`config.mk`:
```
export PLATFORM = sky130hd
export DESIGN_NAME = lsdrs_ram
export DESIGN_NICKNAME = d
export VERILOG_FILES = /design/src/hdl/lsdrs_ram.sv
export SDC_FILE = /design/constraint.sdc
export NUM_CORES = 2
export LEC_CHECK = 0
export ABC_AREA = 1
export BUFFER_PORTS_ARGS = -buffer_cell sky130_fd_sc_hd__buf_2
export CORE_UTILIZATION = 54
export DETAILED_ROUTE_END_ITERATION = 10
export GPL_ROUTABILITY_DRIVEN = 0
export PLACE_DENSITY = 0.7
export SLEW_MARGIN = 25
export SYNTH_ARGS = -nofsm -noshare
export SYNTH_HDL_FRONTEND = slang
export SYNTH_MEMORY_MAX_BITS = 65536
export SYNTH_SLANG_ARGS = --single-unit
```
`constraint.sdc`:
```
create_clock -name clk -period 23.4 [get_ports clk]
set_clock_uncertainty 0.05 [all_clocks]
set_input_delay 4.68 -clock clk [delete_from_list [all_inputs] [get_ports clk]]
set_output_delay 4.68 -clock clk [all_outputs]
set_load 0.005 [all_outputs]
```
`src/hdl/lsdrs_ram.sv`:
```
// Simple dual-port RAM: one write port, one registered read port.
// No package dependency.
module lsdrs_ram #(
    parameter int DEPTH  = 64,
    parameter int DATA_W = 71
) (
    input  logic                     clk,
    input  logic                     we,
    input  logic [$clog2(DEPTH)-1:0] waddr,
    input  logic [DATA_W-1:0]        wdata,
    input  logic [$clog2(DEPTH)-1:0] raddr,
    output logic [DATA_W-1:0]        rdata
);

    logic [DATA_W-1:0] mem [DEPTH];
    logic [DATA_W-1:0] rdata_reg;

    always_ff @(posedge clk)
    begin
        if (we)
        begin
            mem[waddr] <= wdata;
        end
        rdata_reg <= mem[raddr];
    end

    assign rdata = rdata_reg;

endmodule

```
==> impl_metrics.ini <==
[timing]
final.min_clock_period_ps = 9420
tns_ps = 0
fmax_ghz = 0.106
rsz0062_at_grt = false
hold_violations = 0
setup_viol = 0
worst_pin_slew_ps = 1180
hold_slack_ps = 729
fin_crit_sh_pct = 40.2
setup_ws_ps = 13980
max-slew-margin-rel_pct = 21.1
maxSlewViolCount = 0

[final_layout]
nNetsFinal = 14847
layout-drive-gt1-share_pct = 7.49
final_common_cell = nand2_1
areaGrowthSynthToFinish_pct = 10.1
largest_register_ffs = 4544
layout_common_cells = nand2_1, edfxtp_1, nand3_1
num-fill-cells = 25610

[power]
peakVddDrop_mv = 0.0846
powerDensity_mw_per_mm2 = 85.3
leakage_uw = 0.0709

[place]
hpwl_um = 259000
portBuffers = 155
place_ws_ps = 13330

[die]
start_util_pct = 54.4
coreArea_mm2 = 0.338
pin_count = 156
dieArea_mm2 = 0.343
fp.dieH_um = 585
rows = 213
die_w_um = 585

[clocking]
cts_made_buffers = 454
cts_sinks = 4615
clkTransAtPathRegs_ps = 60
clockBufferDepth = 4
ctsResizeCount = 0
hold_buffers = 0
clk-insertion-delay-late_ps = 1020
root_buffer = clkbuf_16
cts_tree = done
cts_max_level = 5
post_cts_buffers = 0

[route]
firstDrtPassIters = 6
wl_per_cell_um = 27.7
drt-total-wl_um = 545000
drtIter0Drc = 18768
via_per_inst = 6.22
drc_errors = 0
routed-via-count = 122423
postRouteAntennaNets = 0

[global_route]
grt_max_degree = 222
grt-ovfl-total = 0
grt_pass1_vias = 114110
grt_first_pass_wirelength_um = 782000
grt.total_usage_pct = 31.4
antenna_found_initial = 37

[critical_path]
critPathMaxFanout = 131
crit_chain = buf_12 -> clkinv_16 -> buf_16 -> buf_4 -> buf_4 -> buf_4 -> buf_4 -> nand2_1 -> nand3_1 -> nand3_1 -> nand3_1 -> nand3_1 -> nand2_1 -> nand2_1 -> nand2_1
end_kind = flop
critical_path.top_delay_family = buffers and inverters
crit_arrival_ps = 10270
worstRegToRegCells = 8
crit_cells = 15
critPathRequiredTime_ps = 24260
startpoint_type = primary input
crit_type = primary input to flop
critPathSlowestCell = buf_4
cp_num_buf_inv = 7
cpPeakStageDelay_ps = 940

[logic_synthesis]
synth_cell_types = 18
synth-seq-cells = 4615
syn_inst = 14861
ys_seq_area_share_pct = 75.0
synth_nets = 14946
avgSynthCellArea_um2 = 12.4
synthTopCellsByArea = edfxtp_1, nand3_1, nand2_1
synth_top_area_share_pct = 74.3
synth.yosys.warnings = 0
yosysTopAreaCell = edfxtp_1
mappedNetlistArea_mm2 = 0.184

[flow_run]
maxCapViolCount = 0

[hold_path]
hold_depth = 8
hold_class = flop to flop

[status]
status = complete, no violations
-- layout make-up --
| cell class | count | area [um^2] | area share (%) |
|---|---|---|---|
| diodes | 17 | 42.5 | 0.0210 |
| repair buffers | 440 | 3600 | 1.78 |
| flip-flops and latches | 4615 | 138000 | 68.2 |
| well taps | 4515 | 5650 | 2.79 |
| inverters | 12 | 106 | 0.0526 |
| clock buffers | 592 | 12200 | 6.05 |
| clock inverters | 252 | 2240 | 1.11 |
| multi-input cells | 9239 | 40500 | 20.0 |
-- tightest hold or removal path: cells and delay by family (launching register included) --
kind          cells  cell delay [ps]
flops             1              320
simple gates      8              460
-- where the power goes --
group / internal, uW / switching, uW / leakage [uW] / total [uW]
clock: 4010 / 3120 / 0.00704 / 7130
sequential: 9150 / 32.1 / 0.0415 / 9180
combinational: 231 / 714 / 0.0224 / 945
total: 13400 / 3870 / 0.0709 / 17300
-- cells in the mapped netlist --
cell type,count
nand2_1,4899
edfxtp_1,4544
nand3_1,4267
buf_2,548
clkbuf_1,160
buf_6,152
buf_1,94
dfxtp_1,71
nor2_1,56
buf_4,39
nand4_1,9
nor4_1,8
inv_1,7
inv_2,3
buf_12,1
buf_8,1
clkinv_1,1
inv_6,1
-- cells by family after synthesis --
| kind of cell | Yosys count | synth area share, % |
|---|---|---|
| and+or+nand+nor | 9239 | 21.8 |
| DFF | 4615 | 75.0 |
| buffers and inverters | 1007 | 3.15 |
-- worst paths after layout --
path / startpoint / end / slack (ps)
worst max-delay path: raddr[0] / rdata[44] / 13980
worst min-delay path: mem[30][58] / rdata[58] / 730
worst max register to register: mem[30][49] / rdata[49] / 21810
worst min register to register: mem[30][58] / rdata[58] / 730
-- through the flow --
stage | util [%] | total power (uW) | area [um^2] | cells
5_1_grt | 59.9 | 17700 | 202000 | 19669
6_report | 59.9 | 17300 | 202000 | 19682
3_5_place_dp | 55.5 | 10300 | 188000 | 18816
4_1_cts | 59.8 | 17300 | 202000 | 19660
3_3_place_gp | 55.4 | 10300 | 187000 | 18804
2_1_floorplan | - | 9920 | 184000 | 14861
-- per-layer routing --
metal | part of all wire (%) | vias to the layer above | track usage (%)
met1 | 37 | 59778 | 43.1
met2 | 46 | 8211 | 49.3
li1 | - | 52889 | -
met5 | 0.024 | - | 0
met4 | 4.8 | 22 | 12.7
met3 | 13 | 1523 | 6.31
(Power assumes the default switching activity.)
