`src/hdl/lsdrs_pkg.sv`:
```
// Shared constants for the LSD decimal radix sorter.
// Used by the BCD converter and the top level.
package lsdrs_pkg;

    localparam int KEY_W        = 31;
    localparam int PASS_W       = 4;
    localparam int NUM_DIGITS   = 10;
    localparam int DIGIT_W      = 4;
    localparam int BCD_W        = NUM_DIGITS * DIGIT_W;
    localparam int DD_STEP      = 4;
    localparam int MAX_KEYS_DEF = 64;
    localparam int KEY_BITS_DEF = 31;

    localparam logic [PASS_W-1:0] PASSES_RESET = PASS_W'(NUM_DIGITS);
    localparam logic [PASS_W-1:0] LAST_DIGIT   = PASS_W'(NUM_DIGITS - 1);

endpackage

```
`src/hdl/lsdrs_bcd_conv.sv`:
```
// Binary to BCD converter, shift-and-add-3, DD_STEP bits per cycle.
// Depends on lsdrs_pkg for digit count and step size.
module lsdrs_bcd_conv #(
    parameter int KEY_BITS = lsdrs_pkg::KEY_BITS_DEF
) (
    input  logic                         clk,
    input  logic                         rst_n,
    input  logic                         start,
    input  logic [KEY_BITS-1:0]          key,
    output logic                         done,
    output logic [lsdrs_pkg::BCD_W-1:0]  bcd
);

    localparam int STEP   = lsdrs_pkg::DD_STEP;
    localparam int STEPS  = (KEY_BITS + STEP - 1) / STEP;
    localparam int PAD    = STEPS * STEP;
    localparam int BCD_W  = lsdrs_pkg::BCD_W;
    localparam int DW     = lsdrs_pkg::DIGIT_W;
    localparam int ND     = lsdrs_pkg::NUM_DIGITS;
    localparam int SCNT_W = $clog2(STEPS + 1);

    logic [BCD_W-1:0]  bcd_reg, bcd_next;
    logic [PAD-1:0]    sh_reg, sh_next;
    logic [SCNT_W-1:0] cnt_reg;

    always_comb
    begin
        bcd_next = bcd_reg;
        sh_next  = sh_reg;
        for (int k = 0; k < STEP; k++)
        begin
            for (int j = 0; j < ND; j++)
            begin
                if (bcd_next[j*DW +: DW] >= DW'(5))
                begin
                    bcd_next[j*DW +: DW] = bcd_next[j*DW +: DW] + DW'(3);
                end
            end
            bcd_next = {bcd_next[BCD_W-2:0], sh_next[PAD-1]};
            sh_next  = {sh_next[PAD-2:0], 1'b0};
        end
    end

    always_ff @(posedge clk or negedge rst_n)
    begin
        if (!rst_n)
        begin
            cnt_reg <= '0;
        end
        else if (start)
        begin
            cnt_reg <= SCNT_W'(STEPS);
        end
        else if (cnt_reg != '0)
        begin
            cnt_reg <= cnt_reg - SCNT_W'(1);
        end
    end

    always_ff @(posedge clk)
    begin
        if (start)
        begin
            bcd_reg <= '0;
            sh_reg  <= PAD'(key);
        end
        else if (cnt_reg != '0)
        begin
            bcd_reg <= bcd_next;
            sh_reg  <= sh_next;
        end
    end

    assign done = (cnt_reg == '0);
    assign bcd  = bcd_reg;

endmodule

```
`config.mk`:
```
export PLATFORM = sky130hd
export DESIGN_NAME = lsdrs_bcd_conv
export DESIGN_NICKNAME = d
export VERILOG_FILES = /design/src/hdl/lsdrs_pkg.sv /design/src/hdl/lsdrs_bcd_conv.sv
export SDC_FILE = /design/constraint.sdc
export NUM_CORES = 1
export LEC_CHECK = 0
export BUFFER_PORTS_ARGS = -buffer_cell sky130_fd_sc_hd__buf_2
export CORE_UTILIZATION = 30
export DETAILED_ROUTE_END_ITERATION = 10
export GPL_TIMING_DRIVEN = 0
export HOLD_SLACK_MARGIN = 0.05
export SYNTH_ARGS = -nofsm -noshare
export SYNTH_HDL_FRONTEND = slang
export SYNTH_SLANG_ARGS = --single-unit
```
`constraint.sdc`:
```
create_clock -name clk -period 10.2 [get_ports clk]
set_input_delay 1.02 -clock clk [delete_from_list [all_inputs] [get_ports clk]]
set_output_delay 1.02 -clock clk [all_outputs]
set_load 0.02 [all_outputs]
```
==> impl_metrics.tcl <==
set metrics [dict create \
    setup-tns-final_ps 0 \
    grt_setup_unrepaired "no" \
    yosysMostFrequentCell "nand2_1" \
    cp_max_fo 9 \
    die_x_um 160 \
    cts_setup_buffers 0 \
    yosys.area.top_type "edfxtp_1" \
    synth_top_area_share_pct 12.4 \
    port_buffers 73 \
    wl_per_cell_um 14.4 \
    clk_path_buf_depth 2 \
    worstSetupStartpointType "flop" \
    synthTopCellsByArea "edfxtp_1 (12%), dfxtp_1 (11%), ha_1 (5.7%)" \
    fp-row-count 57 \
    top_usage_layer "met2" \
    synthToLayoutAreaGrowth_pct 14.4 \
    async_reset_ff_share_pct 5.26 \
    io_pins 75 \
    cts_root_buffer "clkbuf_16" \
    slew_violations 0 \
    synth_ff_type "dfxtp_1" \
    max-cap-violations 0 \
    firstDrtPassIters 5 \
    start_util_pct 30.8 \
    ys_ff_latch 76 \
    status "finished clean" \
    grt_start_max_net_pins 33 \
    viasPerCell 5.35 \
    yosysWarnings 0 \
    fin_nets 1100 \
    setup_violations 0 \
    maxSlewHeadroom_pct 43.3 \
    numCtsBuffers 9 \
    synth_cell_type_count 93 \
    fp.coreArea_um2 24500 \
    period_needed_ps 4100 \
    cp-end-kind "flop" \
    grt_pass1_vias 6414 \
    place.gp.congestion 0.905 \
    cts-htree-levels 3 \
    drive_gt1_share_pct 17.6 \
    die_height_um 160 \
    fill_cells 2552 \
    drc 0 \
    grt_usage_pct 15.0 \
    largest_register_ff_count 40 \
    fp.dieArea_um2 25700 \
    wirelength_mm 19.6 \
    critPathRequiredTime_ps 10390 \
    antenna_found_initial 0 \
    holdBufCountCts 0 \
    ys_seq_area_share_pct 24.6 \
    crit_type "flop to flop" \
    synth_cells 947 \
    drtIter0Drc 518 \
    final.setup_skew_ps 7.12 \
    postRouteAntennaNets 0 \
    cts-resized-gates 0 \
    syn_area_um2 7520 \
    fmax_ghz 0.244 \
    synth_common_cells "nand2_1 (106), nor2_1 (90), a21oi_1 (71)" \
    clock-sinks 76 \
    dp_hpwl_mm 14.9 \
    cts.reportedPaths.clkPinSlew_ps 60 \
    worstMarginPinSlew_ps 850 \
    hold_class "input port to async pin" \
    use_met1_pct 20.7 \
    syn-num-nets 1015 \
    fin_crit_sh_pct 40.2 \
    grt_pass1_wl_mm 31.9 \
    synth_edf_count 31 \
    antennaDiodeCount 0 \
    clock_latency_ps 340 \
    synth.avg_cell_area_um2 7.94 \
    vias 7284 \
    arrival_ps 4290 \
    cts_tree "built" \
    grt_overflow 0 \
    finalHoldViolCount 0 \
    met3_usage_pct 2.01 \
    use_met2_pct 24.7 \
]
-- placed cells by master, fill, tap and decap left out, drive strengths merged, types with 17 or more instances in the layout --
cell    count
clkbuf     33
ha         34
buf        87
nand2     106
inv        44
nor2       91
dfxtp      41
mux2       35
o22ai      18
a21oi      79
xnor2      26
mux2i      28
o211ai     19
nor3       32
o21ai      64
edfxtp     31
a211oi     18
nand2b     17
nand3      26
-- per-stage QoR --
stage                     util [%]  std cells  hold slack [ps]  worst slack [ps]  cell area (µm²)
after floorplan                  -        947              484              6580             7520
after global placement        33.9       1344              504              6030             8290
after detailed placement      34.0       1345              508              6170             8310
after CTS                     35.2       1361              464              6110             8610
after global routing          35.2       1361              465              5740             8610
final                         35.2       1361              475              6100             8610
-- per-layer routing --
layer  wire length (µm)  up-vias
met5                  0        -
met3                956       18
li1                   -     3700
met1               9380     3384
met4                216        0
met2               9010      182
-- cells by family (layout without fill, tap and decap cells) --
| group | count (synthesis) | after routing | share of synthesized area, % |
|---|---|---|---|
| DFF | 76 | 76 | 24.6 |
| AOI/OAI and AO/OA | 318 | 318 | 29.9 |
| muxes | 63 | 63 | 9.02 |
| adders and majority gates | 37 | 37 | 6.05 |
| xor gates and xnor gates | 33 | 33 | 4.64 |
| buffers and inverters | 79 | 169 | 4.22 |
| and+or+nand+nor | 341 | 341 | 21.5 |
-- critical path, cell delays in order (launching register included) --
cell and delay, ps:
dfxtp_1 390, inv_1 100, ha_1 180, nand2b_1 180
a21oi_2 270, mux2_2 460, a21oi_2 260, xnor2_4 160
ha_1 240, maj3_1 350, a211oi_1 300, mux2i_1 190
nor4_2 400, nor2_1 120, xnor2_1 240, o22ai_1 100
-- cell type report --
| type | instances | area, µm² | area share [%] |
|---|---|---|---|
| inverter | 43 | 161 | 1.88 |
| clock inverter | 6 | 62.6 | 0.727 |
| clock buffer | 10 | 229 | 2.66 |
| multi-input combinational | 792 | 5350 | 62.2 |
| timing repair buffer | 74 | 385 | 4.48 |
| tap | 324 | 405 | 4.71 |
| buffer | 36 | 158 | 1.83 |
| sequential | 76 | 1850 | 21.5 |
-- final timing paths --
| kind | from | endpoint | slack, ps | depth (start not counted) |
|---|---|---|---|---|
| hold reg to reg | sh_reg[27] | sh_reg[31] | 520 | 2 |
| setup reg to reg | bcd[9] | bcd[16] | 6100 | 15 |
| max in group asynchronous | rst_n | cnt_reg[2] | 9600 | 1 |
| setup / recovery | bcd[9] | bcd[16] | 6100 | 15 |
| min in group clk | sh_reg[27] | sh_reg[31] | 520 | 2 |
| hold / removal | rst_n | cnt_reg[1] | 480 | 1 |
Power is not shown: default switching activity piles up to over one toggle a cycle in this logic, so the estimate is an artifact.
